==> src/rtl/segment_box_slab_clip_defines.svh <==
// ----------------------------------------------------------------------------
// segment_box_slab_clip_defines
// Assertion macros for the slab clipper; they expand to nothing in synthesis.
// ----------------------------------------------------------------------------
`ifndef SEGMENT_BOX_SLAB_CLIP_DEFINES_SVH
`define SEGMENT_BOX_SLAB_CLIP_DEFINES_SVH

`ifndef SYNTHESIS
// clocked check, off while reset is applied
`define SBSC_ASSERT(lbl, prop, msg) \
    lbl: assert property (@(posedge clk) disable iff (!rst_n) prop) else $error(msg);
// clocked check, also during reset
`define SBSC_ASSERT_ALWAYS(lbl, prop, msg) \
    lbl: assert property (@(posedge clk) prop) else $error(msg);
`else
`define SBSC_ASSERT(lbl, prop, msg)
`define SBSC_ASSERT_ALWAYS(lbl, prop, msg)
`endif

`endif

==> src/rtl/sbsc_pkg.sv <==
// ----------------------------------------------------------------------------
// sbsc_pkg
// Widths, constants, word types and sequencer states of the slab clipper.
// ----------------------------------------------------------------------------
package sbsc_pkg;

    localparam int FRAC_BITS   = 16;
    localparam int COORD_WIDTH = 32;
    localparam int TOL_WIDTH   = 31;

    localparam int WIDE_W  = (COORD_WIDTH > TOL_WIDTH) ? COORD_WIDTH : TOL_WIDTH;
    localparam int SLAB_W  = WIDE_W + 2;
    localparam int NUM_W   = WIDE_W + 3;
    localparam int DLT_W   = COORD_WIDTH + 1;
    localparam int REM_W   = NUM_W + 1;
    localparam int T_W     = FRAC_BITS + 3;
    localparam int Q_W     = FRAC_BITS + 2;
    localparam int OUT_T_W = FRAC_BITS + 1;

    // divider steps: two integer bits, overflow check, then the fraction bits
    localparam int DIV_STEPS   = FRAC_BITS + 3;
    localparam int STEP_W      = $clog2(DIV_STEPS);
    localparam int STEP_INT_HI = 0;
    localparam int STEP_OVF    = 2;
    localparam int STEP_LAST   = DIV_STEPS - 1;

    localparam logic signed [T_W-1:0] T_ONE     = (T_W)'(1 << FRAC_BITS);
    localparam logic signed [T_W-1:0] T_TWO     = (T_W)'(2 << FRAC_BITS);
    localparam logic signed [T_W-1:0] T_NEG_ONE = -T_ONE;
    localparam logic signed [T_W-1:0] T_ZERO    = '0;

    typedef struct packed {
        logic signed [COORD_WIDTH-1:0] start_coord;
        logic signed [COORD_WIDTH-1:0] end_coord;
        logic signed [COORD_WIDTH-1:0] box_low;
        logic signed [COORD_WIDTH-1:0] box_high;
        logic                          last_dim;
    } sbsc_in_t;

    typedef struct packed {
        logic               hit;
        logic [OUT_T_W-1:0] t_enter;
        logic [OUT_T_W-1:0] t_exit;
    } sbsc_out_t;

    typedef enum logic [2:0] {
        ST_IDLE,
        ST_PREP,
        ST_LOAD,
        ST_MAG,
        ST_DIV,
        ST_STORE,
        ST_FOLD,
        ST_DONE
    } sbsc_state_t;

endpackage

==> src/rtl/segment_box_slab_clip.sv <==
// ----------------------------------------------------------------------------
// segment_box_slab_clip
// Slab clip of a segment against a tolerance-widened axis-aligned box.
// ----------------------------------------------------------------------------
// Usage:
//   in_valid/in_ready/in_word carry one dimension per word: both endpoint
//   coordinates, the box bounds and a last_dim mark. Dimensions accumulate
//   into a running entry/exit range; the word with last_dim set produces
//   one result word (hit, t_enter, t_exit) on out_valid/out_ready.
//   cfg_we/cfg_data load the tolerance; write it only while idle.
//   A dimension with nonzero delta takes two quotients in turn on one
//   restoring divider, one bit per cycle; a quotient of four or more
//   saturates and skips its fraction bits. Zero delta or an already
//   rejected run bypasses the divider. The result word appears as the
//   sequencer returns to idle; in_ready is high only in idle.
//   Reset clears the running range, the reject flag, the tolerance and the
//   output register. If the receiver stalls, the result waits in the output
//   register; the next box can be taken meanwhile and its last dimension
//   waits until that register is free.
// ----------------------------------------------------------------------------
`include "segment_box_slab_clip_defines.svh"

module segment_box_slab_clip
    import sbsc_pkg::*;
(
    input  logic                 clk,
    input  logic                 rst_n,
    input  logic                 in_valid,
    output logic                 in_ready,
    input  sbsc_in_t             in_word,
    output logic                 out_valid,
    input  logic                 out_ready,
    output sbsc_out_t            out_word,
    input  logic                 cfg_we,
    input  logic [TOL_WIDTH-1:0] cfg_data
);

    sbsc_state_t state_reg, state_next;

    logic [TOL_WIDTH-1:0]          tol_reg;
    logic signed [COORD_WIDTH-1:0] a_reg, a_next;
    logic signed [SLAB_W-1:0]      lo_reg, lo_next;
    logic signed [SLAB_W-1:0]      hi_reg, hi_next;
    logic signed [DLT_W-1:0]       dlt_reg, dlt_next;
    logic                          last_reg, last_next;
    logic signed [NUM_W-1:0]       num_reg, num_next;
    logic                          sel_reg, sel_next;
    logic                          neg_reg, neg_next;
    logic [DLT_W-1:0]              d_reg, d_next;
    logic [REM_W-1:0]              rem_reg, rem_next;
    logic [Q_W-1:0]                q_reg, q_next;
    logic [STEP_W-1:0]             step_reg, step_next;
    logic                          sat_reg, sat_next;
    logic signed [T_W-1:0]         t0_reg, t0_next;
    logic signed [T_W-1:0]         t1_reg, t1_next;
    logic signed [T_W-1:0]         enter_reg, enter_next;
    logic signed [T_W-1:0]         exit_reg, exit_next;
    logic                          rej_reg, rej_next;
    logic                          out_valid_reg, out_valid_next;
    sbsc_out_t                     out_reg, out_next;

    logic signed [SLAB_W-1:0] tol_ext;
    logic signed [SLAB_W-1:0] a_ext;
    logic signed [SLAB_W-1:0] slab_sel;
    logic                     out_free;

    // shared divider datapath
    logic                     frac_phase;
    logic [REM_W-1:0]         op_r;
    logic [REM_W-1:0]         dsel;
    logic [REM_W:0]           diff;
    logic                     ge;

    logic signed [T_W-1:0]    q_s;
    logic signed [T_W-1:0]    t_val;
    logic signed [T_W-1:0]    t_lo;
    logic signed [T_W-1:0]    t_hi;
    logic signed [T_W-1:0]    new_enter;
    logic signed [T_W-1:0]    new_exit;
    logic signed [T_W-1:0]    clip_lo;
    logic signed [T_W-1:0]    clip_hi;
    logic                     fin_hit;

    assign in_ready  = (state_reg == ST_IDLE);
    assign out_valid = out_valid_reg;
    assign out_word  = out_reg;
    assign out_free  = !out_valid_reg || out_ready;

    assign tol_ext  = $signed(SLAB_W'(tol_reg));
    assign a_ext    = SLAB_W'(a_reg);
    assign slab_sel = sel_reg ? hi_reg : lo_reg;

    assign frac_phase = (step_reg > STEP_W'(STEP_OVF));
    assign op_r       = frac_phase ? {rem_reg[REM_W-2:0], 1'b0} : rem_reg;
    assign dsel       = (step_reg == STEP_W'(STEP_INT_HI)) ? REM_W'({d_reg, 1'b0})
                                                           : REM_W'(d_reg);
    assign diff       = {1'b0, op_r} - {1'b0, dsel};
    assign ge         = !diff[REM_W];

    assign q_s = $signed(T_W'(q_reg));

    always_comb
    begin
        if (sat_reg)
        begin
            t_val = neg_reg ? T_NEG_ONE : T_TWO;
        end
        else if (neg_reg)
        begin
            t_val = (q_s > T_ONE) ? T_NEG_ONE : -q_s;
        end
        else
        begin
            t_val = (q_s > T_TWO) ? T_TWO : q_s;
        end
    end

    assign t_lo      = (t0_reg > t1_reg) ? t1_reg : t0_reg;
    assign t_hi      = (t0_reg > t1_reg) ? t0_reg : t1_reg;
    assign new_enter = (t_lo > enter_reg) ? t_lo : enter_reg;
    assign new_exit  = (t_hi < exit_reg) ? t_hi : exit_reg;

    assign clip_lo = (enter_reg < T_ZERO) ? T_ZERO : enter_reg;
    assign clip_hi = (exit_reg > T_ONE) ? T_ONE : exit_reg;
    assign fin_hit = !rej_reg && (clip_lo <= clip_hi);

    always_ff @(posedge clk or negedge rst_n)
    begin
        if (!rst_n)
        begin
            state_reg     <= ST_IDLE;
            tol_reg       <= '0;
            a_reg         <= '0;
            lo_reg        <= '0;
            hi_reg        <= '0;
            dlt_reg       <= '0;
            last_reg      <= 1'b0;
            num_reg       <= '0;
            sel_reg       <= 1'b0;
            neg_reg       <= 1'b0;
            d_reg         <= '0;
            rem_reg       <= '0;
            q_reg         <= '0;
            step_reg      <= '0;
            sat_reg       <= 1'b0;
            t0_reg        <= '0;
            t1_reg        <= '0;
            enter_reg     <= T_ZERO;
            exit_reg      <= T_ONE;
            rej_reg       <= 1'b0;
            out_valid_reg <= 1'b0;
            out_reg       <= '0;
        end
        else
        begin
            state_reg     <= state_next;
            if (cfg_we)
            begin
                tol_reg <= cfg_data;
            end
            a_reg         <= a_next;
            lo_reg        <= lo_next;
            hi_reg        <= hi_next;
            dlt_reg       <= dlt_next;
            last_reg      <= last_next;
            num_reg       <= num_next;
            sel_reg       <= sel_next;
            neg_reg       <= neg_next;
            d_reg         <= d_next;
            rem_reg       <= rem_next;
            q_reg         <= q_next;
            step_reg      <= step_next;
            sat_reg       <= sat_next;
            t0_reg        <= t0_next;
            t1_reg        <= t1_next;
            enter_reg     <= enter_next;
            exit_reg      <= exit_next;
            rej_reg       <= rej_next;
            out_valid_reg <= out_valid_next;
            out_reg       <= out_next;
        end
    end

    always_comb
    begin
        state_next     = state_reg;
        a_next         = a_reg;
        lo_next        = lo_reg;
        hi_next        = hi_reg;
        dlt_next       = dlt_reg;
        last_next      = last_reg;
        num_next       = num_reg;
        sel_next       = sel_reg;
        neg_next       = neg_reg;
        d_next         = d_reg;
        rem_next       = rem_reg;
        q_next         = q_reg;
        step_next      = step_reg;
        sat_next       = sat_reg;
        t0_next        = t0_reg;
        t1_next        = t1_reg;
        enter_next     = enter_reg;
        exit_next      = exit_reg;
        rej_next       = rej_reg;
        out_valid_next = out_valid_reg && !out_ready;
        out_next       = out_reg;

        unique case (state_reg)
            ST_IDLE:
            begin
                if (in_valid)
                begin
                    a_next     = in_word.start_coord;
                    lo_next    = SLAB_W'(in_word.box_low) - tol_ext;
                    hi_next    = SLAB_W'(in_word.box_high) + tol_ext;
                    dlt_next   = DLT_W'(in_word.end_coord) - DLT_W'(in_word.start_coord);
                    last_next  = in_word.last_dim;
                    state_next = ST_PREP;
                end
            end
            ST_PREP:
            begin
                if (rej_reg)
                begin
                    state_next = ST_DONE;
                end
                else if (dlt_reg == '0)
                begin
                    if (a_ext < lo_reg || a_ext > hi_reg)
                    begin
                        rej_next = 1'b1;
                    end
                    state_next = ST_DONE;
                end
                else
                begin
                    d_next     = dlt_reg[DLT_W-1] ? DLT_W'(-dlt_reg) : DLT_W'(dlt_reg);
                    sel_next   = 1'b0;
                    state_next = ST_LOAD;
                end
            end
            ST_LOAD:
            begin
                num_next   = NUM_W'(slab_sel) - NUM_W'(a_reg);
                state_next = ST_MAG;
            end
            ST_MAG:
            begin
                neg_next   = num_reg[NUM_W-1] ^ dlt_reg[DLT_W-1];
                rem_next   = num_reg[NUM_W-1] ? REM_W'(-num_reg) : REM_W'(num_reg);
                q_next     = '0;
                step_next  = '0;
                sat_next   = 1'b0;
                state_next = ST_DIV;
            end
            ST_DIV:
            begin
                if (step_reg == STEP_W'(STEP_OVF))
                begin
                    // integer part of four or more saturates
                    if (ge)
                    begin
                        sat_next   = 1'b1;
                        state_next = ST_STORE;
                    end
                    else
                    begin
                        step_next = step_reg + 1'b1;
                    end
                end
                else
                begin
                    rem_next = ge ? diff[REM_W-1:0] : op_r;
                    q_next   = {q_reg[Q_W-2:0], ge};
                    if (step_reg == STEP_W'(STEP_LAST))
                    begin
                        state_next = ST_STORE;
                    end
                    else
                    begin
                        step_next = step_reg + 1'b1;
                    end
                end
            end
            ST_STORE:
            begin
                if (!sel_reg)
                begin
                    t0_next    = t_val;
                    sel_next   = 1'b1;
                    state_next = ST_LOAD;
                end
                else
                begin
                    t1_next    = t_val;
                    state_next = ST_FOLD;
                end
            end
            ST_FOLD:
            begin
                enter_next = new_enter;
                exit_next  = new_exit;
                if (new_enter > new_exit)
                begin
                    rej_next = 1'b1;
                end
                state_next = ST_DONE;
            end
            ST_DONE:
            begin
                if (!last_reg)
                begin
                    state_next = ST_IDLE;
                end
                else if (out_free)
                begin
                    out_valid_next   = 1'b1;
                    out_next.hit     = fin_hit;
                    out_next.t_enter = fin_hit ? clip_lo[OUT_T_W-1:0] : '0;
                    out_next.t_exit  = fin_hit ? clip_hi[OUT_T_W-1:0] : '0;
                    enter_next       = T_ZERO;
                    exit_next        = T_ONE;
                    rej_next         = 1'b0;
                    state_next       = ST_IDLE;
                end
            end
            default:
            begin
                state_next = ST_IDLE;
            end
        endcase
    end

    `SBSC_ASSERT(a_out_from_done,
        (out_valid_reg && !$past(out_valid_reg)) |-> $past(state_reg == ST_DONE && last_reg),
        "result word not loaded from a finished last dimension")
    `SBSC_ASSERT(a_enter_range,
        (enter_reg >= T_NEG_ONE) && (enter_reg <= T_TWO),
        "running entry out of saturation range")
    `SBSC_ASSERT(a_hit_order,
        (out_valid_reg && out_reg.hit) |-> ((out_reg.t_enter <= out_reg.t_exit)
            && (out_reg.t_exit <= OUT_T_W'(1 << FRAC_BITS))),
        "hit word with unordered range")
    `SBSC_ASSERT(a_miss_zero,
        (out_valid_reg && !out_reg.hit) |-> ((out_reg.t_enter == '0) && (out_reg.t_exit == '0)),
        "miss word with nonzero range")
    `SBSC_ASSERT(a_run_cleared,
        (state_reg == ST_DONE && last_reg && out_free) |=> (state_reg == ST_IDLE && !rej_reg
            && enter_reg == T_ZERO && exit_reg == T_ONE),
        "run state not cleared after last dimension")
    `SBSC_ASSERT_ALWAYS(a_reset_idle,
        !rst_n |=> (!out_valid_reg && state_reg == ST_IDLE),
        "reset did not clear the sequencer and output")

endmodule
==> config.mk <==
export PLATFORM = sky130hd
export DESIGN_NAME = segment_box_slab_clip
export DESIGN_NICKNAME = d
export VERILOG_FILES = /design/src/rtl/sbsc_pkg.sv /design/src/rtl/segment_box_slab_clip.sv
export VERILOG_INCLUDE_DIRS = /design/src /design/src/rtl
export SDC_FILE = /design/constraint.sdc
export NUM_CORES = 2
export LEC_CHECK = 0
export BUFFER_PORTS_ARGS = -buffer_cell sky130_fd_sc_hd__buf_2
export CORE_UTILIZATION = 65
export CTS_CLUSTER_SIZE = 8
export DETAILED_ROUTE_END_ITERATION = 10
export GPL_TIMING_DRIVEN = 0
export PLACE_DENSITY = 0.81
export RECOVER_POWER = 50
export SYNTH_ARGS = -nofsm -noshare
export SYNTH_HDL_FRONTEND = slang
export SYNTH_SLANG_ARGS = --single-unit
export TNS_END_PERCENT = 20
==> constraint.sdc <==
create_clock -name clk -period 10.5 [get_ports clk]
set_input_delay 2.625 -clock clk [delete_from_list [all_inputs] [get_ports clk]]
set_output_delay 2.625 -clock clk [all_outputs]
set_load 0.02 [all_outputs]
## Yosys cells after proc, flatten, opt, wreduce, memory -nomap -nowiden

Index checks and enable logic that the tools add are counted.

| cells by class | value |
|---|---|
| div/mod/pow operators | 0 |
| $add $sub $neg | 9 |
| reductions and logical operators | 27 |
| $lt $le $gt $ge | 12 |
| mux-type cells | 59 |
| eq/ne operators | 23 |
| bitwise gates (word level) | 4 |
| multiply operators | 0 |
| shift-type cells | 0 |

Operators with widths:

| kind | count |
|---|---|
| two-way mux 19 bit | 14 |
| two-way mux 36 bit | 4 |
| one-hot mux 19 bit (2 select lines) | 2 |
| one-hot mux 36 bit (2 select lines) | 1 |
| two-way mux 34 bit | 2 |
| subtractor 32 x 32 -> 33 bit | 2 |
| > comparator 19 bit | 3 |
| subtractor 36 x 34 -> 37 bit | 1 |
| two-way mux 18 bit | 2 |
| negator 35 -> 36 bit | 1 |
| one-hot mux 18 bit (2 select lines) | 1 |
| subtractor 34 x 32 -> 35 bit | 1 |
| > comparator 32 x 34 -> 1 bit | 1 |
| less-than comparator 32 x 34 -> 1 bit | 1 |
| two-way mux 17 bit | 2 |
| adder 32 x 32 -> 33 bit | 1 |
| zero test 33 bit | 1 |
| two-way mux 33 bit | 1 |
| negator 33 bit | 1 |
| two-way mux 3 bit | 9 |
| one-hot mux 3 bit (8 select lines) | 1 |
| > comparator 19 x 18 -> 1 bit, second input constant | 1 |
| less-or-equal comparator 19 bit | 1 |
| less-than comparator 19 x 1 -> 1 bit, second input constant | 1 |
| other kinds (30) | 79 |

| word-level totals | value |
|---|---|
| input bits | 165 |
| bits in latches | 0 |
| bits in read-only memories | 0 |
| output and inout port bits | 37 |
| memory bits (writable) | 0 |
| register bits | 411 |
| word-level logic and storage cells | 158 |
| memories | 0 |

## Logic depth before layout (Yosys ltp)

| logic depth | value |
|---|---|
| depth after elaboration | 7 |
| depth in mapped cells | 34 |
| depth with buffers taken out | 30 |

## Least setup slack after synthesis

No wires, ideal clock.

| timing | value |
|---|---|
| path type | flip-flop to flip-flop |
| from | register t0_reg[18] |
| to | register rej_reg |
| path buffers | 4 |
| path slack | 3.972 ns |
| data arrival time | 6.407 ns |
| setup time | 0.122 ns |
| stages on the path, launching flop included | 32 |
| clock period less this slack | 6.528 ns |
| required time | 10.378 ns |
| cells stage by stage | dfrtp_1 -> ha_1 -> buf_2 -> nand4_1 -> nor4_1 -> o31a_1 -> nor4_1 -> o21ai_1 -> clkbuf_1 -> clkbuf_1 -> mux2_2 -> ha_1 -> a21o_1 -> a21o_1 -> a21o_1 -> a21oi_1 -> o21ai_0 -> o21a_1 -> nor2_1 -> buf_2 -> mux2i_1 -> ha_1 -> nor2b_1 -> o21a_1 -> o21a_1 -> o21ai_0 -> nand2b_1 -> a21oi_1 -> maj3_1 -> o21ai_1 -> mux2_2 -> a32o_1 |

| on the way | value |
|---|---|
| cells in the longest elaborated chain, start to end | 7 |
| elaborated cells between the ends (all ways) | 10 |
| classes of those cells | order compare: 4; eq/ne: 1; mux: 4; reduce/logical: 1 |

Ends and longest elaborated chain:

| what | line | text |
|---|---|---|
| start, declared | segment_box_slab_clip.sv:54 | `logic signed [T_W-1:0] t0_reg, t0_next;` |
| start signal, assigned | segment_box_slab_clip.sv:174 | `t0_reg <= t0_next;` |
| > comparator 19 bit | segment_box_slab_clip.sv:118, segment_box_slab_clip.sv:119 |  |
| two-way mux 19 bit (on tied branches) | segment_box_slab_clip.sv:118, segment_box_slab_clip.sv:119 |  |
| > comparator 19 bit / less-than comparator 19 bit (equally long branches) | segment_box_slab_clip.sv:120, segment_box_slab_clip.sv:121 |  |
| two-way mux 19 bit (on tied branches) | segment_box_slab_clip.sv:120, segment_box_slab_clip.sv:121 |  |
| > comparator 19 bit (*) | segment_box_slab_clip.sv:303 | `if (new_enter > new_exit)` |
| inequality test 2 bit (no line) (*) | -- |  |
| AND reduction 4 bit (no line) (*) | -- |  |
| end signal, assigned | segment_box_slab_clip.sv:178 | `rej_reg <= rej_next;` |
| end, declared | segment_box_slab_clip.sv:58 | `logic rej_reg, rej_next;` |

Every way passes the cells marked *; elsewhere a longest branch is shown, timed or not.
A chain may end at the register's enable or synchronous reset.

==> results.sh <==
export IMPL_fmaxAchievable_mhz=121.7
export IMPL_clk_insertion_delay_late_ns=0.63
export IMPL_timing_rr_end="rej_reg"
export IMPL_synthDominantCellAreaShare=0.3281
export IMPL_timing_clock_skew_ns=0.02336
export IMPL_synth_cell_area_mm2=0.03112
export IMPL_synth_seq_area_share=0.3290
export IMPL_totalNegativeSetupSlack_ns=0
export IMPL_post_cts_buffers=0
export IMPL_synthMostInstantiatedCell="sky130_fd_sc_hd__nand2_1"
export IMPL_worst_path_clk_slew_ns=0.05
export IMPL_crit_chain="clkbuf_1, clkbuf_2"
export IMPL_dieWidth_um=220.8
export IMPL_global_route_overflow_total=0
export IMPL_worstSetupEndpointType="async pin"
export IMPL_crit_reg2reg_launch="t0_reg[18]"
export IMPL_detail_route_drc_violations=2
export IMPL_asyncSetResetFlopFracSynth=1.000
export IMPL_number_of_instances_resized_during_post_cts_repair=0
export IMPL_finalCritPeriodShare=0.7824
export IMPL_timing_critical_path_depth=2
export IMPL_synth_warning_count=0
export IMPL_io_buffers=200
export IMPL_grt_start_max_net_pins=113
export IMPL_synth_edff_count=0
export IMPL_synth_distinct_cells=82
export IMPL_grt_use_total=0.3910
export IMPL_worstHoldPathCells=2
export IMPL_timing_critical_path_slowest_stage_cell="sky130_fd_sc_hd__clkbuf_1"
export IMPL_grt_first_pass_wirelength_um=147900
export IMPL_post_drt_antenna_nets=0
export IMPL_drt_wl_total_um=95110
export IMPL_cts_htree_levels=2
export IMPL_dpl_hpwl_um=74530
export IMPL_drt_vias_per_instance=6.194
export IMPL_tritoncts="done"
export IMPL_drt_pass1_iterations=11
export IMPL_die_h_um=220.8
export IMPL_fp_dieArea_mm2=0.04875
export IMPL_synth_largest_area_cell="sky130_fd_sc_hd__dfrtp_1"
export IMPL_ys_seq_elements=409
export IMPL_hold_path_startpoint="out_word[34]"
export IMPL_num_rows=79
export IMPL_critical_path_start="rst_n"
export IMPL_area_growth_synth_to_final_pct=10.82
export IMPL_crit_family="buffers and inverters"
export IMPL_setup_worst_path_start_class="input port"
export IMPL_cp_buffers_inverters=2
export IMPL_io_pin_count=202
export IMPL_synth_fp_nets=4302
export IMPL_netlist_top_cells_count="sky130_fd_sc_hd__nand2_1, sky130_fd_sc_hd__o21ai_0, sky130_fd_sc_hd__dfrtp_1"
export IMPL_status="finished, violations left"
export IMPL_r2r_cells=30
export IMPL_grt_pass1_vias=27690
export IMPL_crit_required_ns=10.61
export IMPL_timing_max_slew_rel_slack=-2.082
export IMPL_grt_antenna_before_repair=4
export IMPL_cp_data_arrival_time_ns=8.33
export IMPL_cap_viol_max_count=3
export IMPL_drt_iter0_markers=2510
export IMPL_violations="DRC, capacitance limit, slew limit"
export IMPL_fin_nets=4564
export IMPL_fp_coreArea_mm2=0.04685
export IMPL_post_synth_main_area_contributors="sky130_fd_sc_hd__dfrtp_1, sky130_fd_sc_hd__ha_1, sky130_fd_sc_hd__nand2_1, sky130_fd_sc_hd__o21ai_0, sky130_fd_sc_hd__inv_1"
export IMPL_timing_critical_path_fanout_max=112
export IMPL_timing_worst_slew_pin_value_ns=4.624
export IMPL_netlist_instances=3808
export IMPL_cts_hold_fix_buffers=0
export IMPL_root_buffer="sky130_fd_sc_hd__clkbuf_16"
export IMPL_rsz0062_at_grt="false"
export IMPL_finalHoldViolations=0
export IMPL_setup_viol=0
export IMPL_largest_register_ffs=36
export IMPL_setup_worst_path_class="input port to async pin"
export IMPL_synthFlopType="sky130_fd_sc_hd__dfrtp_1"
export IMPL_report_final_slew_viol_count=306
export IMPL_tritoncts_num_buffers=57
export IMPL_timing_reg2reg_setup_slack_ns=2.31
export IMPL_synthesis_area_per_instance_um2=8.171
export IMPL_gp_routability_congestion=1.032
export IMPL_layout_min_cycle_time_ns=8.215
export IMPL_largest_stage_delay_worst_path_ns=3.15
export IMPL_cts_root_to_sink_buffers=3
export IMPL_initial_utilization=0.6641
export IMPL_post_drt_wl_per_cell_um=20.25
export IMPL_drive_above_1_share=0.08027
export IMPL_holdCritPathClass="register to register"
export IMPL_tritoncts_sink_count=409
export IMPL_worst_setup_path_endpoint="lo_reg[23]"
export IMPL_routed_via_count=29090
[cells by family (layout without fill, tap and decap cells)]
family | Yosys count | after routing | synth area share
AND/OR/NAND/NOR | 1213 | 1213 | 0.1770
AO/OA/AOI/OAI | 1116 | 1116 | 0.2173
buffers and inverters | 443 | 721 | 0.05449
flip-flops | 409 | 409 | 0.3290
adder cells (fa/ha/maj) | 330 | 330 | 0.1338
XOR/XNOR | 201 | 201 | 0.05658
multiplexers | 96 | 96 | 0.03189
other | 0 | 3 | 0
[metrics by stage]
| step | utilization | worst slack (ns) | cells | hold slack [ns] | area, um^2 |
|---|---|---|---|---|---|
| 2_1_floorplan | - | 3.972 | 3808 | 0.4432 | 31120 |
| 3_3_place_gp | 0.7017 | -1.319 | 4615 | 0.4557 | 32880 |
| 3_5_place_dp | 0.7037 | 2.524 | 4618 | 0.4614 | 32970 |
| 4_1_cts | 0.7372 | 2.499 | 4693 | 0.4733 | 34540 |
| 5_1_grt | 0.7358 | 0.9182 | 4693 | 0.4978 | 34480 |
| 6_report | 0.7360 | 2.285 | 4696 | 0.4666 | 34480 |
[worst register-to-register path, delay by kind of cell (launching register included)]
family	cells	cell delay (ns)
simple gates	8	1.30
fa+ha+maj	3	1.01
buf+inv	4	1.48
compound gates	14	3.60
mux	1	0.27
flops	1	0.42
[worst min path at each step]
stage | to | slack [ns]
after floorplan | lo_reg[15] | 0.44
after global placement | out_word[34] | 0.46
after detailed placement | out_word[34] | 0.46
after CTS | out_word[34] | 0.47
final | out_word[34] | 0.47
after global routing | out_word[11] | 0.50
[layout make-up]
type / instances / area (um^2)
repair buffers: 203 / 1035
diodes: 3 / 7.507
well taps: 607 / 759.5
inverters: 284 / 1066
multi-input cells: 2956 / 19180
clock inverters: 1 / 8.758
fillers: 3774 / 12370
flip-flops and latches: 409 / 10240
plain buffers: 159 / 628.1
clock buffers: 74 / 1563
[cells in the final DEF (no fill, tap or decap), drive strengths merged, types with 22 or more instances in the layout]
master / count
a211oi: 22
a21o: 107
a21oi: 194
buf: 213
clkbuf: 223
dfrtp: 408
ha: 324
inv: 285
mux2: 25
mux2i: 71
nand2: 694
nand2b: 41
nand3: 67
nand4: 38
nor2: 121
nor2b: 46
nor3: 50
o21a: 39
o21ai: 493
o31ai: 89
or2: 26
or3: 39
xnor2: 87
xor2: 114
[routing by layer]
layer | vias up | routed length, um | share of wire | GRT usage
li1 | 13850 | - | - | -
met1 | 13840 | 40090 | 0.42 | 0.5205
met2 | 1155 | 42960 | 0.45 | 0.6239
met3 | 248 | 7545 | 0.079 | 0.06722
met4 | 2 | 4498 | 0.047 | 0.1756
met5 | - | 13 | 0.00014 | 0
Power is not shown: default switching activity piles up to over one toggle a cycle in this logic, so the estimate is an artifact.
